[config.mk]
export PLATFORM = sky130hd
export DESIGN_NAME = gregorian_to_hijri_date_unit
export DESIGN_NICKNAME = d
export VERILOG_FILES = /design/src/hdl/gth_pkg.sv /design/src/hdl/gth_ctrl.sv /design/src/hdl/gth_datapath.sv /design/src/hdl/gregorian_to_hijri_date_unit.sv
export SDC_FILE = /design/constraint.sdc
export NUM_CORES = 1
export LEC_CHECK = 0
export ABC_CLOCK_PERIOD_IN_PS = 8400
export BUFFER_PORTS_ARGS = -buffer_cell sky130_fd_sc_hd__buf_2
export CORE_ASPECT_RATIO = 0.9
export CORE_MARGIN = 8
export CORE_UTILIZATION = 66
export CTS_CLUSTER_DIAMETER = 100
export CTS_CLUSTER_SIZE = 16
export DETAILED_ROUTE_END_ITERATION = 7
export PLACE_DENSITY_LB_ADDON = 0.25
export RECOVER_POWER = 50
export SLEW_MARGIN = 20
export SYNTH_ARGS = -nofsm -noshare
export SYNTH_HDL_FRONTEND = slang
export SYNTH_SLANG_ARGS = --single-unit
[constraint.sdc]
create_clock -name clk -period 8.4 [get_ports clk]
set_input_delay 0 -clock clk [delete_from_list [all_inputs] [get_ports clk]]
set_output_delay 0 -clock clk [all_outputs]
set_load 0.1 [all_outputs]
[src/hdl/gth_pkg.sv]
package gth_pkg;

  localparam int unsigned EPOCH_DAY  = 1948439;
  localparam int unsigned CYCLE_DAYS = 10631;
  localparam int unsigned CYCLE_YEARS = 30;

  // bias so the day count entering the cycle divider is never negative
  localparam int unsigned CYCLE_BIAS = 23;
  localparam int unsigned YEAR_BIAS  = CYCLE_BIAS * CYCLE_YEARS;
  localparam int unsigned DAY_OFFSET = 1525 + EPOCH_DAY - 2 - CYCLE_BIAS * CYCLE_DAYS;

  // floor(y/100) as (y * CENT_MUL) >> CENT_SHIFT, exact for y below 43690
  localparam int unsigned CENT_MUL   = 5243;
  localparam int unsigned CENT_SHIFT = 19;

  // floor(x/CYCLE_DAYS) as (x * RECIP_MUL) >> RECIP_SHIFT, exact for x below 2^23
  localparam int unsigned RECIP_MUL   = 12928131;
  localparam int unsigned RECIP_SHIFT = 37;
  localparam int unsigned Q_W         = 10;

  localparam int unsigned DAY_W    = 24;

  localparam logic [31:0] LEAP_MASK = 32'h2525_24A4;

  typedef struct packed {
    logic load;
    logic calc1;
    logic calc2;
    logic div_mul;
    logic div_fix;
    logic year_step;
    logic month_step;
    logic emit;
  } gth_cmd_t;

  typedef struct packed {
    logic year_fit;
    logic month_fit;
    logic out_busy;
  } gth_status_t;

  function automatic logic pos_is_leap(input logic [4:0] pos);
    pos_is_leap = LEAP_MASK[pos];
  endfunction

  // floor(30.6001 * k)
  function automatic logic [8:0] month_days(input logic [4:0] k);
    logic [8:0] v;
    case (k)
      5'd1:    v = 9'd30;
      5'd2:    v = 9'd61;
      5'd3:    v = 9'd91;
      5'd4:    v = 9'd122;
      5'd5:    v = 9'd153;
      5'd6:    v = 9'd183;
      5'd7:    v = 9'd214;
      5'd8:    v = 9'd244;
      5'd9:    v = 9'd275;
      5'd10:   v = 9'd306;
      5'd11:   v = 9'd336;
      5'd12:   v = 9'd367;
      5'd13:   v = 9'd397;
      5'd14:   v = 9'd428;
      5'd15:   v = 9'd459;
      5'd16:   v = 9'd489;
      default: v = 9'd0;
    endcase
    month_days = v;
  endfunction

endpackage

[src/hdl/gth_ctrl.sv]
module gth_ctrl (
  input  logic                 clk,
  input  logic                 rst_n,
  input  logic                 in_tvalid,
  output logic                 in_tready,
  input  gth_pkg::gth_status_t status,
  output gth_pkg::gth_cmd_t    cmd
);

  typedef enum logic [2:0] {
    S_IDLE,
    S_CALC1,
    S_CALC2,
    S_DIV_MUL,
    S_DIV_FIX,
    S_YEAR,
    S_MONTH,
    S_DONE
  } state_t;

  state_t                     state_r, state_nxt;

  assign in_tready = (state_r == S_IDLE);

  always_comb begin
    state_nxt   = state_r;
    cmd         = '0;
    case (state_r)
      S_IDLE: begin
        if (in_tvalid) begin
          cmd.load  = 1'b1;
          state_nxt = S_CALC1;
        end
      end
      S_CALC1: begin
        cmd.calc1 = 1'b1;
        state_nxt = S_CALC2;
      end
      S_CALC2: begin
        cmd.calc2   = 1'b1;
        state_nxt   = S_DIV_MUL;
      end
      S_DIV_MUL: begin
        cmd.div_mul = 1'b1;
        state_nxt   = S_DIV_FIX;
      end
      S_DIV_FIX: begin
        cmd.div_fix = 1'b1;
        state_nxt   = S_YEAR;
      end
      S_YEAR: begin
        if (status.year_fit) begin
          state_nxt = S_MONTH;
        end else begin
          cmd.year_step = 1'b1;
        end
      end
      S_MONTH: begin
        if (status.month_fit) begin
          state_nxt = S_DONE;
        end else begin
          cmd.month_step = 1'b1;
        end
      end
      S_DONE: begin
        // wait for the output register to be free
        if (!status.out_busy) begin
          cmd.emit  = 1'b1;
          state_nxt = S_IDLE;
        end
      end
      default: begin
        state_nxt = S_IDLE;
      end
    endcase
  end

  always_ff @(posedge clk) begin
    if (!rst_n) begin
      state_r   <= S_IDLE;
    end else begin
      state_r   <= state_nxt;
    end
  end

endmodule

[src/hdl/gth_datapath.sv]
module gth_datapath (
  input  logic                 clk,
  input  logic                 rst_n,
  input  logic [23:0]          in_tdata,
  input  gth_pkg::gth_cmd_t    cmd,
  output gth_pkg::gth_status_t status,
  output logic                 out_tvalid,
  input  logic                 out_tready,
  output logic [23:0]          out_tdata
);

  localparam int unsigned DW = gth_pkg::DAY_W;

  logic [13:0]              greg_year;
  logic [3:0]               greg_month;
  logic [4:0]               greg_day;

  logic signed [14:0]       y_adj_r;
  logic [4:0]               k_r;
  logic [4:0]               day_r;
  logic [24:0]              prod_r;
  logic [7:0]               cent_r;
  logic [DW-1:0]            rem_r;
  logic [46:0]              recip_r;
  logic [gth_pkg::Q_W-1:0]  q_r;
  logic [4:0]               pos_r;
  logic [3:0]               month_r;

  logic [13:0]              hijri_year_r;
  logic [3:0]               hijri_month_r;
  logic [4:0]               hijri_day_r;
  logic                     out_valid_r;

  logic [14:0]              yy;
  logic [13:0]              y_pos;
  logic [26:0]              cent_prod;
  logic [25:0]              day_sum;
  logic [8:0]               year_len;
  logic [4:0]               mon_len;
  logic [gth_pkg::Q_W-1:0]  quot;
  logic [DW-1:0]            cyc_sum;
  logic [15:0]              year_full;

  assign greg_year  = in_tdata[13:0];
  assign greg_month = in_tdata[17:14];
  assign greg_day   = in_tdata[22:18];

  always_comb begin
    yy        = 15'(y_adj_r + 15'sd4716);
    y_pos     = y_adj_r[14] ? 14'd0 : y_adj_r[13:0];
    cent_prod = 27'(y_pos) * 27'(gth_pkg::CENT_MUL);
    // julian day minus epoch, plus the cycle bias; positive for every input
    day_sum   = 26'(prod_r[24:2]) + 26'(gth_pkg::month_days(k_r)) + 26'(day_r)
              + 26'(cent_r[7:2]) - 26'(cent_r) - 26'(gth_pkg::DAY_OFFSET);
    year_len  = gth_pkg::pos_is_leap(pos_r) ? 9'd355 : 9'd354;
    if (month_r[0] || ((month_r == 4'd12) && gth_pkg::pos_is_leap(pos_r))) begin
      mon_len = 5'd30;
    end else begin
      mon_len = 5'd29;
    end
    quot       = recip_r[gth_pkg::RECIP_SHIFT +: gth_pkg::Q_W];
    cyc_sum    = DW'(quot) * DW'(gth_pkg::CYCLE_DAYS);
    year_full  = 16'({q_r, 5'b0}) - 16'({q_r, 1'b0}) + 16'(pos_r)
               - 16'(gth_pkg::YEAR_BIAS);
  end

  assign status.year_fit  = (rem_r < DW'(year_len));
  assign status.month_fit = (rem_r < DW'(mon_len));
  assign status.out_busy  = out_valid_r && !out_tready;

  always_ff @(posedge clk) begin
    if (cmd.load) begin
      day_r <= greg_day;
      // january and february belong to the previous year
      if (greg_month <= 4'd2) begin
        y_adj_r <= $signed({1'b0, greg_year}) - 15'sd1;
        k_r     <= 5'(greg_month) + 5'd13;
      end else begin
        y_adj_r <= $signed({1'b0, greg_year});
        k_r     <= 5'(greg_month) + 5'd1;
      end
    end
    if (cmd.calc1) begin
      prod_r <= 25'(yy) * 25'd1461;
      cent_r <= cent_prod[gth_pkg::CENT_SHIFT +: 8];
    end
    if (cmd.calc2) begin
      rem_r     <= day_sum[DW-1:0];
      pos_r     <= 5'd1;
      month_r   <= 4'd1;
    end
    // day count stays below 2^23, so its low 23 bits carry it whole
    if (cmd.div_mul) begin
      recip_r <= 47'(rem_r[22:0]) * 47'(gth_pkg::RECIP_MUL);
    end
    if (cmd.div_fix) begin
      q_r   <= quot;
      rem_r <= rem_r - cyc_sum;
    end
    if (cmd.year_step) begin
      rem_r <= rem_r - DW'(year_len);
      pos_r <= pos_r + 5'd1;
    end
    if (cmd.month_step) begin
      rem_r   <= rem_r - DW'(mon_len);
      month_r <= month_r + 4'd1;
    end
    if (cmd.emit) begin
      hijri_year_r  <= year_full[13:0];
      hijri_month_r <= month_r;
      hijri_day_r   <= rem_r[4:0] + 5'd1;
    end
  end

  always_ff @(posedge clk) begin
    if (!rst_n) begin
      out_valid_r <= 1'b0;
    end else if (cmd.emit) begin
      out_valid_r <= 1'b1;
    end else if (out_tready) begin
      out_valid_r <= 1'b0;
    end
  end

  assign out_tvalid = out_valid_r;
  assign out_tdata  = {1'b0, hijri_day_r, hijri_month_r, hijri_year_r};

  a_year_walk_bound: assert property (@(posedge clk) disable iff (!rst_n)
    cmd.year_step |-> (pos_r < 5'd30))
    else $error("year walk ran past the end of the cycle");

  a_month_walk_bound: assert property (@(posedge clk) disable iff (!rst_n)
    cmd.month_step |-> (month_r < 4'd12))
    else $error("month walk ran past the end of the year");

  a_cycle_rem: assert property (@(posedge clk) disable iff (!rst_n)
    cmd.year_step |-> (rem_r < DW'(gth_pkg::CYCLE_DAYS)))
    else $error("cycle remainder out of range after division");

  a_no_overwrite: assert property (@(posedge clk) disable iff (!rst_n)
    cmd.emit |-> (!out_valid_r || out_tready))
    else $error("result written over a beat not yet taken");

endmodule

[src/hdl/gregorian_to_hijri_date_unit.sv]
// gregorian to tabular hijri date converter
//
// input channel (in_*): one beat carries a gregorian date, taken when
// in_tvalid and in_tready are both high. output channel (out_*): one beat
// carries the matching tabular hijri date for every input beat, in order.
// no configuration registers.
//
// per date: the setup multiplies, then the day sum; a split of the day
// count into 30-year cycles (a reciprocal multiply, then the remainder);
// then the year walk and the month walk, each a check step plus one step for
// every year or month passed over (0..29 and 0..11); then a step that loads
// the output register. in_tready returns high together with out_tvalid, so
// a new date is taken only after the last one has been loaded into the
// output register.
//
// reset (rst_n low, synchronous) returns the controller to idle and drops
// out_tvalid. while the receiver stalls, a finished result waits in the
// output register and the next date is still accepted and worked on; it
// holds in its last step until the output register is free.
module gregorian_to_hijri_date_unit (
  input  logic        clk,
  input  logic        rst_n,
  input  logic        in_tvalid,
  output logic        in_tready,
  input  logic [23:0] in_tdata,   // greg_year[13:0], greg_month[17:14], greg_day[22:18], pad
  output logic        out_tvalid,
  input  logic        out_tready,
  output logic [23:0] out_tdata   // hijri_year[13:0], hijri_month[17:14], hijri_day[22:18], pad
);

  gth_pkg::gth_cmd_t    cmd;
  gth_pkg::gth_status_t status;

  gth_ctrl u_ctrl (
    .clk       (clk),
    .rst_n     (rst_n),
    .in_tvalid (in_tvalid),
    .in_tready (in_tready),
    .status    (status),
    .cmd       (cmd)
  );

  gth_datapath u_datapath (
    .clk        (clk),
    .rst_n      (rst_n),
    .in_tdata   (in_tdata),
    .cmd        (cmd),
    .status     (status),
    .out_tvalid (out_tvalid),
    .out_tready (out_tready),
    .out_tdata  (out_tdata)
  );

endmodule
After elaboration in Yosys (flattened, before gate mapping)
Memory sizes are Yosys's and may differ from the RTL's. A register that Yosys moved wholly into a read port is not among the register bits. Index checks and enable logic that the tools add are counted.

Register bits: 175. Memory bits (read-only): 320. Bits of input ports: 28. Output and inout port bits: 26. Logic and storage cells: 101. Memories kept: 2.

Memories: (name not given) (words 32, width 9, read ports 1, clocked after Yosys merged registers in 1, write ports 0, line gth_pkg.sv:49) `case (k)`; (name not given) (words 32, width 1, read ports 1, clocked after Yosys merged registers in 1, write ports 0, line gth_pkg.sv:43) `pos_is_leap = LEAP_MASK[pos];`.

Add/subtract/negate cells: 18. Multipliers: 4. $lt $le $gt $ge: 4. Equal/unequal tests: 12. Muxes and demuxes: 35. Reductions and logical operators: 10.

Operators with widths (count): 24-bit 2-to-1 mux (4); 23-bit by 24-bit multiplier with 47-bit output, second input constant (1); 14-bit 2-to-1 mux (2); 14-bit by 13-bit multiplier with 27-bit output, second input constant (1); 15-bit by 11-bit multiplier with 25-bit output, second input constant (1); 5-bit 2-to-1 mux (5); 23-bit by 9-bit adder with 24-bit output (1); 24-bit by 5-bit adder with 24-bit output (1); 24-bit by 6-bit adder with 24-bit output (1); 24-bit by 5-bit less-than comparator with 1-bit output (1); 24-bit by 9-bit less-than comparator with 1-bit output (1); 10-bit by 14-bit multiplier with 24-bit output, second input constant (1); 3-bit one-hot mux with 8 select lines (1); 24-bit by 21-bit subtractor with 24-bit output, second input constant (1); 24-bit subtractor (1); 24-bit by 5-bit subtractor with 24-bit output (1); 24-bit by 8-bit subtractor with 24-bit output (1); 24-bit by 9-bit subtractor with 24-bit output (1); 1-bit 2-to-1 mux (16); 15-bit by 14-bit adder with 15-bit output, second input constant (1); 14-bit by 1-bit subtractor with 15-bit output, second input constant (1); 14-bit by 5-bit adder with 14-bit output (1); 14-bit by 10-bit subtractor with 14-bit output, second input constant (1); 14-bit by 11-bit subtractor with 14-bit output (1); 21 further kinds (36).

Logic depth before layout (Yosys ltp)
Gate-level depths: netlist of run 1.

Depth after elaboration: 9. Gate-level depth with buffers: 25. Mapped depth without buffers: 25.

By module
A second synthesis of run 1 with hierarchy kept.

Cells, all modules: 2720. Area, all modules: 26789.4 um^2.

Modules (own cells, without submodules): gth_datapath (times used 1, cells an instance 2689, area an instance 26531.7 um^2, seq. area each 4184.0 um^2); gth_ctrl (times used 1, cells an instance 31, area an instance 257.7 um^2, seq. area each 60.1 um^2).

Worst setup path after synthesis of run 1
Ideal clock, no wire load.

Kind: reg-to-reg. Start: reg u_datapath.rem_r[21]. End: reg u_datapath.recip_r[40] (data pin). Library setup time: 0.258 ns. Arrival: 5.679 ns. Data required time: 8.142 ns. Setup slack: 2.464 ns. Cell stages (with the launch flop): 23. Path buffers: 0. Clock period less this slack: 5.936 ns. Path through: edfxtp_1 inv_1 ha_1 ha_1 inv_1 fa_1 inv_1 fa_1 fa_1 fa_1 inv_1 fa_1 inv_1 ha_1 o21ai_0 a21oi_1 o31ai_1 o21ai_0 or2_1 o311a_1 or3_1 a21oi_1 xnor2_1.

Cells in the longest elaborated chain, start to end: 1.

RTL lines: from (decl) (line gth_datapath.sv:23) `logic [DW-1:0] rem_r;`; from (signal assigned) (line gth_datapath.sv:88) `rem_r <= day_sum[DW-1:0];`; from (signal assigned) (line gth_datapath.sv:98) `rem_r <= rem_r - cyc_sum;`; from (signal assigned) (line gth_datapath.sv:101) `rem_r <= rem_r - DW'(year_len);`; 23-bit by 24-bit multiplier with 47-bit output (line gth_datapath.sv:94) `recip_r <= 47'(rem_r[22:0]) * 47'(gth_pkg::RECIP_MUL);`; to (signal assigned) (line gth_datapath.sv:94); to (decl) (line gth_datapath.sv:24) `logic [46:0] recip_r;`.

Every way passes these cells. A chain may end at the register's enable or synchronous reset.

Worst setup path in the final report of run 1
Start: reg u_datapath.rem_r[21]. End: reg u_datapath.recip_r[46] (data pin).

Same word-level chain as after synthesis.

==> results by group, run 1 <==
Run status
  – Status: finished, violations left
  – Violated checks: max-capacitance violations, max-slew violations

Routing
  – DRC Markers: 0
  – Antenna violation net count after detailed routing: 0
  – Routed len/inst: ~18 µm
  – Final wirelength: about 60000 µm
  – Vias post-DR: about 19000
  – Drt pass-1 iters: 6
  – Vias per cell: 5.714
  – DR iter-0 viols: roughly 1400

STA
  – Peak Freq: between 0.1 and 0.15 GHz
  – Finish-stage setup viols: 0
  – Final hold vios: 0
  – Worst slew pin tran: 1.899 ns
  – Setup TNS: 0 ns
  – Final min period: 7.118 ns
  – Hold slack: slightly above 0.03 ns
  – Final period utilization: 84.74%
  – RSZ-0062 raised after global routing: no
  – Worst relative slew slack: -26.61%
  – Worst clock skew: approximately 0.010 ns
  – Pins over their slew limit: 115

Clock network
  – CTS root buf: clkbuf_16
  – Post-CTS Hold Fix Bufs: 26
  – Bufs on Longest Clock Path: 2
  – TritonCTS clock tree: done
  – Clock latency on the worst-skew pair: 0.45 ns
  – Num Clock Sinks: roughly 150
  – Setup bufs post-CTS: 0
  – Post-CTS resize count: 0
  – Clock slew at reported path FFs: roughly 0.060 ns
  – CTS HTree Levels: 4
  – TritonCTS Buffers: 17

Floorplanning
  – FP Rows: 69
  – Chip width: 226.5 µm
  – Die area: 0.04653 mm²
  – Chip height: ~210 µm
  – Core area: 0.03945 mm²
  – IO Pins: 54
  – Initial core utilization: 66.71%

Yosys
  – Post-synth EDFFs: 132
  – Syn Area/Cell: 9.869 µm²
  – YS warnings: 0
  – Syn_nets: approximately 3600
  – Count of cell types in the netlist: 85
  – Share of the yosys chip area belonging to registers: 16.12%
  – Synth Flop Type: edfxtp_1
  – Gate Count Post-Synth: between 2000 and 3000
  – Cell Area, Synth: between 0.02 and 0.03 mm²
  – Flops & latches, synth: ~150
  – Share of flip-flops with an asynchronous set or reset: 0%

GRT
  – Largest net degree at the start of global routing: 32
  – Initial antenna violation count: 1
  – Number of global-route vias before repair: between 15000 and 20000
  – GRT overflow: 0
  – First-pass GRT wire length: around 99000 µm
  – Gr usage total: between 20% and 30%

Worst setup path
  – WP data arrival: between 7 and 8 ns
  – Crit. Startpoint: u_datapath.rem_r[21]
  – Crit. End Element: flop
  – Reg2Reg Setup Slack: 1.28 ns
  – Type of origin of the critical path: flop
  – Critical Path RT: 8.59 ns
  – Crit-path max FO: 9
  – Crit path kind: flop to flop
  – R2r endpoint: u_datapath.recip_r[46]
  – Worst r2r src: u_datapath.rem_r[21]
  – R2R cell count: 22

Placement
  – I/O Buffers: 51
  – DP Wirelength: between 50000 and 60000 µm
  – GPL Wtd Cong: roughly 0.92

Min path
  – Hold path depth: 3
  – Hold wc startpoint: in_tdata[15]
  – Hold crit path type: primary input to flop
  – Hold Path Sink: u_datapath.k_r[1]

Run
  – Max-cap violation count: 4

Final layout
  – Layout cells sized above 1: under 10%
  – Fin nets: approximately 3700
  – Area growth syn-to-layout: 6.341%
[kinds of logic (layout without fill, tap and decap cells)]
group / Yosys count / after routing / share of synthesized area [%]
compound gates: 381 / 381 / 9.498
xor+xnor: 127 / 127 / 4.226
flops: 146 / 146 / 16.12
simple gates: 391 / 391 / 7.097
mux: 7 / 7 / 0.2805
other cells: 1 / 3 / 0.01425
fa+ha+maj: 931 / 931 / 52.96
buf+inv: 683 / 778 / 9.802
[cell usage in the layout, fill, tap and decap left out, types with 5 or more instances in the layout]
master         synthesis  layout
a211oi_1              16      16
a21o_1                27      27
a21oi_1               96      96
a221oi_1               6       6
a22oi_1                6       6
a311oi_1               8       8
a31oi_1               16      16
and2_1                 7       6
buf_2                  1      24
buf_4                  2       6
clkbuf_1              18      31
clkbuf_16              0      17
dfxtp_1               14      14
dlygate4sd3_1          0      26
edfxtp_1             132     132
fa_1                 305     305
ha_1                 626     626
inv_1                659     658
nand2_1              101     101
nand2b_1              28      28
nand3_1               33      33
nand4_1               11      11
nor2_1               113     112
nor2b_1               17      17
nor3_1                34      34
o211ai_1              16      16
o21a_1                12      12
o21ai_0               74      73
o21ai_1               14      15
o21bai_1              15      15
o221ai_1               5       5
o22ai_1               16      16
or3_1                 16      16
xnor2_1               91      91
xor2_1                36      36
[cells in the mapped netlist (5+ instances only)]
library cell  number  area share, %
nand2b_1          28           0.67
o22ai_1           16           0.38
nand4_1           11           0.26
and2_1             7           0.17
xor2_1            36            1.2
clkbuf_1          18           0.26
edfxtp_1         132             15
nor2_1           113            1.6
a22oi_1            6           0.17
nand2_1          101            1.4
xnor2_1           91            3.0
dfxtp_1           14            1.1
nand3_1           33           0.63
a21oi_1           96            1.8
o21bai_1          15           0.43
o21ai_1           14           0.27
or3_1             16           0.38
nor2b_1           17           0.40
o221ai_1           5           0.17
a221oi_1           6           0.20
a211oi_1          16           0.46
o21ai_0           74            1.4
ha_1             626             30
o21a_1            12           0.34
a31oi_1           16           0.38
inv_1            659            9.4
nor3_1            34           0.65
o211ai_1          16           0.46
fa_1             305             23
a21o_1            27           0.77
a311oi_1           8           0.27
[per-layer routing]
layer	track usage (%)	share of wire, %	vias up
li1	-	-	8976
met2	41.96	43	646
met4	7.237	2.2	0
met3	6.968	9.3	95
met1	37.72	45	9116
met5	0	0	-
[worst max-delay path, stage by stage, from the launching register on]
cell      delay (ns)
edfxtp_1        0.67
inv_1           0.28
ha_1            0.36
ha_1            0.16
inv_1           0.05
fa_1            0.47
inv_1           0.08
fa_1            0.53
fa_1            0.52
fa_1            0.55
inv_1           0.06
fa_1            0.52
inv_1           0.04
ha_1            0.26
o21ai_0         0.08
a21oi_1         0.25
nand2_1         0.07
o21ai_0         0.58
o21ai_0         0.32
a311oi_1        0.53
nor3_1          0.13
nor3_1          0.25
xnor2_1         0.09
[per-stage QoR]
| stage | cells | utilization (%) | area [µm²] | setup WS (ns) |
|---|---|---|---|---|
| 2_1_floorplan | 2667 | - | 26320 | 2.464 |
| 3_3_place_gp | 3236 | 68.97 | 27210 | 1.543 |
| 3_5_place_dp | 3236 | 68.97 | 27210 | 1.439 |
| 4_1_cts | 3294 | 71.05 | 28030 | 1.388 |
| 5_1_grt | 3295 | 70.94 | 27990 | 0.9046 |
| 6_report | 3296 | 70.94 | 27990 | 1.282 |
[final cells by class]
class	instances	area, µm²
multi-input combinational	1838	19500
fill	2942	11460
sequential	146	4244
inverter	660	2477
tap	532	665.6
timing repair buffer	86	538.0
clock buffer	18	429.2
clock inverter	14	131.4
antenna	2	5.005
[worst max-delay path by stage]
stage | to | slack [ns] | cells after the start
4_1_cts | u_datapath.recip_r[46] | 1.39 | 22
3_5_place_dp | u_datapath.recip_r[46] | 1.44 | 22
3_3_place_gp | u_datapath.recip_r[46] | 1.54 | 22
2_1_floorplan | u_datapath.recip_r[40] | 2.46 | 22
5_1_grt | u_datapath.recip_r[46] | 0.90 | 22
6_report | u_datapath.recip_r[46] | 1.28 | 22
[flip-flops by register name, indices dropped and copies added, names as in the netlist, 8 cells and up, named ones only]
register	flops
u_datapath.cent_r	8
u_datapath.q_r	10
u_datapath.y_adj_r	15
u_datapath.hijri_year_r	14
u_datapath.recip_r	10
u_datapath.rem_r	24
u_datapath.prod_r	23
Power of run 1 is left out: the tool's default activity adds up to more than one toggle a clock period on the data nets, which glitch-free logic cannot reach.
==> inputs of run 2 (changes only) <==
--- a/config.mk
+++ b/config.mk
@@ -5,11 +5,12 @@
 export SDC_FILE = /design/constraint.sdc
 export NUM_CORES = 1
 export LEC_CHECK = 0
-export ABC_CLOCK_PERIOD_IN_PS = 8400
+export ABC_AREA = 1
+export ABC_CLOCK_PERIOD_IN_PS = 5900
 export BUFFER_PORTS_ARGS = -buffer_cell sky130_fd_sc_hd__buf_2
 export CORE_ASPECT_RATIO = 0.9
 export CORE_MARGIN = 8
-export CORE_UTILIZATION = 66
+export CORE_UTILIZATION = 60
 export CTS_CLUSTER_DIAMETER = 100
 export CTS_CLUSTER_SIZE = 16
 export DETAILED_ROUTE_END_ITERATION = 7
==> constraint.sdc (replaced) <==
create_clock -name clk -period 5.9 [get_ports clk]
set_input_delay 0 -clock clk [delete_from_list [all_inputs] [get_ports clk]]
set_output_delay 0 -clock clk [all_outputs]
set_load 0.1 [all_outputs]
==> run 2 against run 1 <==
Effect of this change: the flow still finishes with violations (max-capacitance violations, max-slew violations); synthesized area up 11%; core utilization down 5.3 points; critical endpoint is now u_datapath.recip_r[40]; synthesized cell count up 32%; fmax up 26%; non-clock buffer count up 60; first-iteration DRC count up 42%; largest cell class unchanged; routed wire length up 21%.
==> results by group, run 2 <==
Run status
  – Status: finished, violations left
  – Violated checks: max-capacitance violations, max-slew violations

Yosys
  – Cell Area, Synth: 0.02925 mm²
  – Share of the yosys chip area belonging to registers: approximately 15%
  – Post-synth EDFFs: roughly 130
  – Synth area leader: ha_1
  – Share of flip-flops with an asynchronous set or reset: 0%
  – Synth Flop Type: edfxtp_1
  – Count of cell types in the netlist: between 50 and 60
  – Top-area cell type share of the netlist area: 26.78%
  – Syn Area/Cell: 8.318 µm²
  – Synth cell count leaders: inv_1 (861), ha_1 (626), nand2_1 (555), fa_1 (305), nor2_1 (216)
  – Most frequent cell after synthesis: inv_1
  – Flops & latches, synth: about 150
  – Gate Count Post-Synth: roughly 3500
  – Syn_nets: around 4500
  – Top area cells in the synthesized netlist: ha_1 (27%), fa_1 (21%), edfxtp_1 (14%), inv_1 (11%), nand2_1 (7.1%)
  – YS warnings: 0

GRT
  – Gr usage total: 26.52%
  – Number of global-route vias before repair: roughly 23000
  – Largest net degree at the start of global routing: between 40 and 50
  – Initial antenna violation count: 0
  – GRT overflow: 0
  – First-pass GRT wire length: 118900 µm

STA
  – Peak Freq: roughly 0.18 GHz
  – Worst slew pin tran: 1.800 ns
  – Worst clock skew: 0.01478 ns
  – Final hold vios: 0
  – RSZ-0062 raised after global routing: yes
  – Pins over their slew limit: 65
  – Final period utilization: 96.04%
  – Finish-stage setup viols: 0
  – Worst relative slew slack: -20.02%
  – Final min period: 5.667 ns

Routing
  – Final wirelength: between 70000 and 80000 µm
  – Routed len/inst: about 17 µm
  – Antenna violation net count after detailed routing: 0
  – Drt pass-1 iters: 7
  – Vias post-DR: around 23000
  – DRC Markers: 0
  – Vias per cell: about 5.4
  – DR iter-0 viols: just under 2000

Worst setup path
  – Crit path kind: flop to flop
  – Crit. End Element: flop
  – Critical Path RT: 6.14 ns
  – Crit-path max FO: 6
  – WP data arrival: just under 6 ns
  – Type of origin of the critical path: flop

Floorplanning
  – Initial core utilization: a little over 60%
  – FP Rows: 76
  – Chip width: about 250 µm
  – IO Pins: 54
  – Core area: 0.04802 mm²
  – Die area: around 0.056 mm²
  – Chip height: around 230 µm

Final layout
  – Most frequent cells in the layout: inv_1 (862), ha_1 (625), nand2_1 (556), fa_1 (305), nor2_1 (216)
  – Layout cells sized above 1: under 10%
  – Commonest non-fill, non-tap cell in the layout: inv_1
  – Fin nets: between 4000 and 5000
  – Max reg flops: 24
  – Largest register by flop count: u_datapath.rem_r
  – Area growth syn-to-layout: 7.786%
  – Largest registers: u_datapath.rem_r x24, u_datapath.prod_r x23, u_datapath.y_adj_r x15
  – Antenna cell count: 0
  – Cell area after layout: ~0.032 mm²

Min path
  – Hold crit path type: primary input to flop

Placement
  – Post-DP Area: a little over 0.03 mm²
  – DP Wirelength: 62820 µm
  – GPL Wtd Cong: approximately 0.99
  – I/O Buffers: slightly above 50

Clock network
  – Clock latency on the worst-skew pair: between 0.4 and 0.5 ns
  – Bufs on Longest Clock Path: 2
  – CTS root buf: clkbuf_16
  – CTS HTree Levels: 4
  – Num Clock Sinks: roughly 150
  – TritonCTS Buffers: 17
  – Clock slew at reported path FFs: 0.07 ns
  – TritonCTS clock tree: done

Run
  – Max-cap violation count: 2
==> run 2: area by class of cell <==
cell class                      instances  area, µm²
Multi-Input combinational cell       2479      21630
Fill cell                            4032      16500
Clock buffer                           20      456.7
Sequential cell                       146       4244
Clock inverter                         12      155.1
Tap cell                              624      780.7
Timing Repair Buffer                  146      983.4
Inverter                              871       3269
==> run 2: what timing repair did <==
action                                  in CTS  in global routing
setup buffers                                0                  2
endpoints found under the hold margin       23                  0
resized for setup                            0                  9
hold buffers                                26                  0
endpoints found under the setup margin       0                  4
==> run 2: worst max-delay path, cell delays in order (launching register included) <==
cell,delay [ns]
edfxtp_1,0.59
ha_1,0.35
fa_1,0.55
inv_1,0.06
fa_1,0.51
fa_1,0.56
inv_1,0.06
fa_1,0.47
ha_1,0.31
ha_1,0.30
ha_1,0.37
nand2_1,0.10
nor2_1,0.19
inv_1,0.08
nor2_1,0.13
and3_1,0.18
nand3_1,0.07
o211ai_1,0.25
xor2_1,0.33
==> run 2: final timing paths <==
path	from	slack, ns	end	depth (start not counted)
setup / recovery	u_datapath.rem_r[20]	0.23	u_datapath.recip_r[40]	18
hold / removal	in_tdata[3]	0.02	u_datapath.y_adj_r[3]	3
setup reg to reg	u_datapath.rem_r[20]	0.23	u_datapath.recip_r[40]	18
hold reg to reg	u_datapath.month_r[3]	0.53	u_datapath.hijri_month_r[3]	0
==> run 2: cell families after synthesis <==
kind of cell | count (synthesis) | synth area share (%)
flops | 146 | 14.51
other cells | 1 | 0.01282
buf+inv | 891 | 11.61
xor+xnor | 124 | 3.714
simple gates | 1039 | 15.07
fa+ha+maj | 931 | 47.66
compound gates | 384 | 7.423
==> run 2: layer usage <==
| layer | vias up | global-route usage [%] | wire (µm) |
|---|---|---|---|
| met1 | 10950 | 35.13 | 32390 |
| met3 | 150 | 5.210 | 5606 |
| met2 | 815 | 43.80 | 33420 |
| met4 | 0 | 8.087 | 2378 |
| li1 | 11460 | - | - |
| met5 | - | 0 | 0 |
==> run 2: metrics by stage <==
step	hold slack [ns]	TNS, ns	util (%)	setup slack [ns]	instances
2_1_floorplan	0.09887	0	-	0.4838	3516
3_3_place_gp	0.1794	0	63.85	0.2591	4237
3_5_place_dp	0.1800	0	63.87	0.1407	4238
4_1_cts	0.0007985	0	65.68	0.1186	4296
5_1_grt	0.01430	-0.05161	65.64	-0.03504	4298
6_report	0.01766	0	65.64	0.2335	4298
Power of run 2 is left out for the same reason.
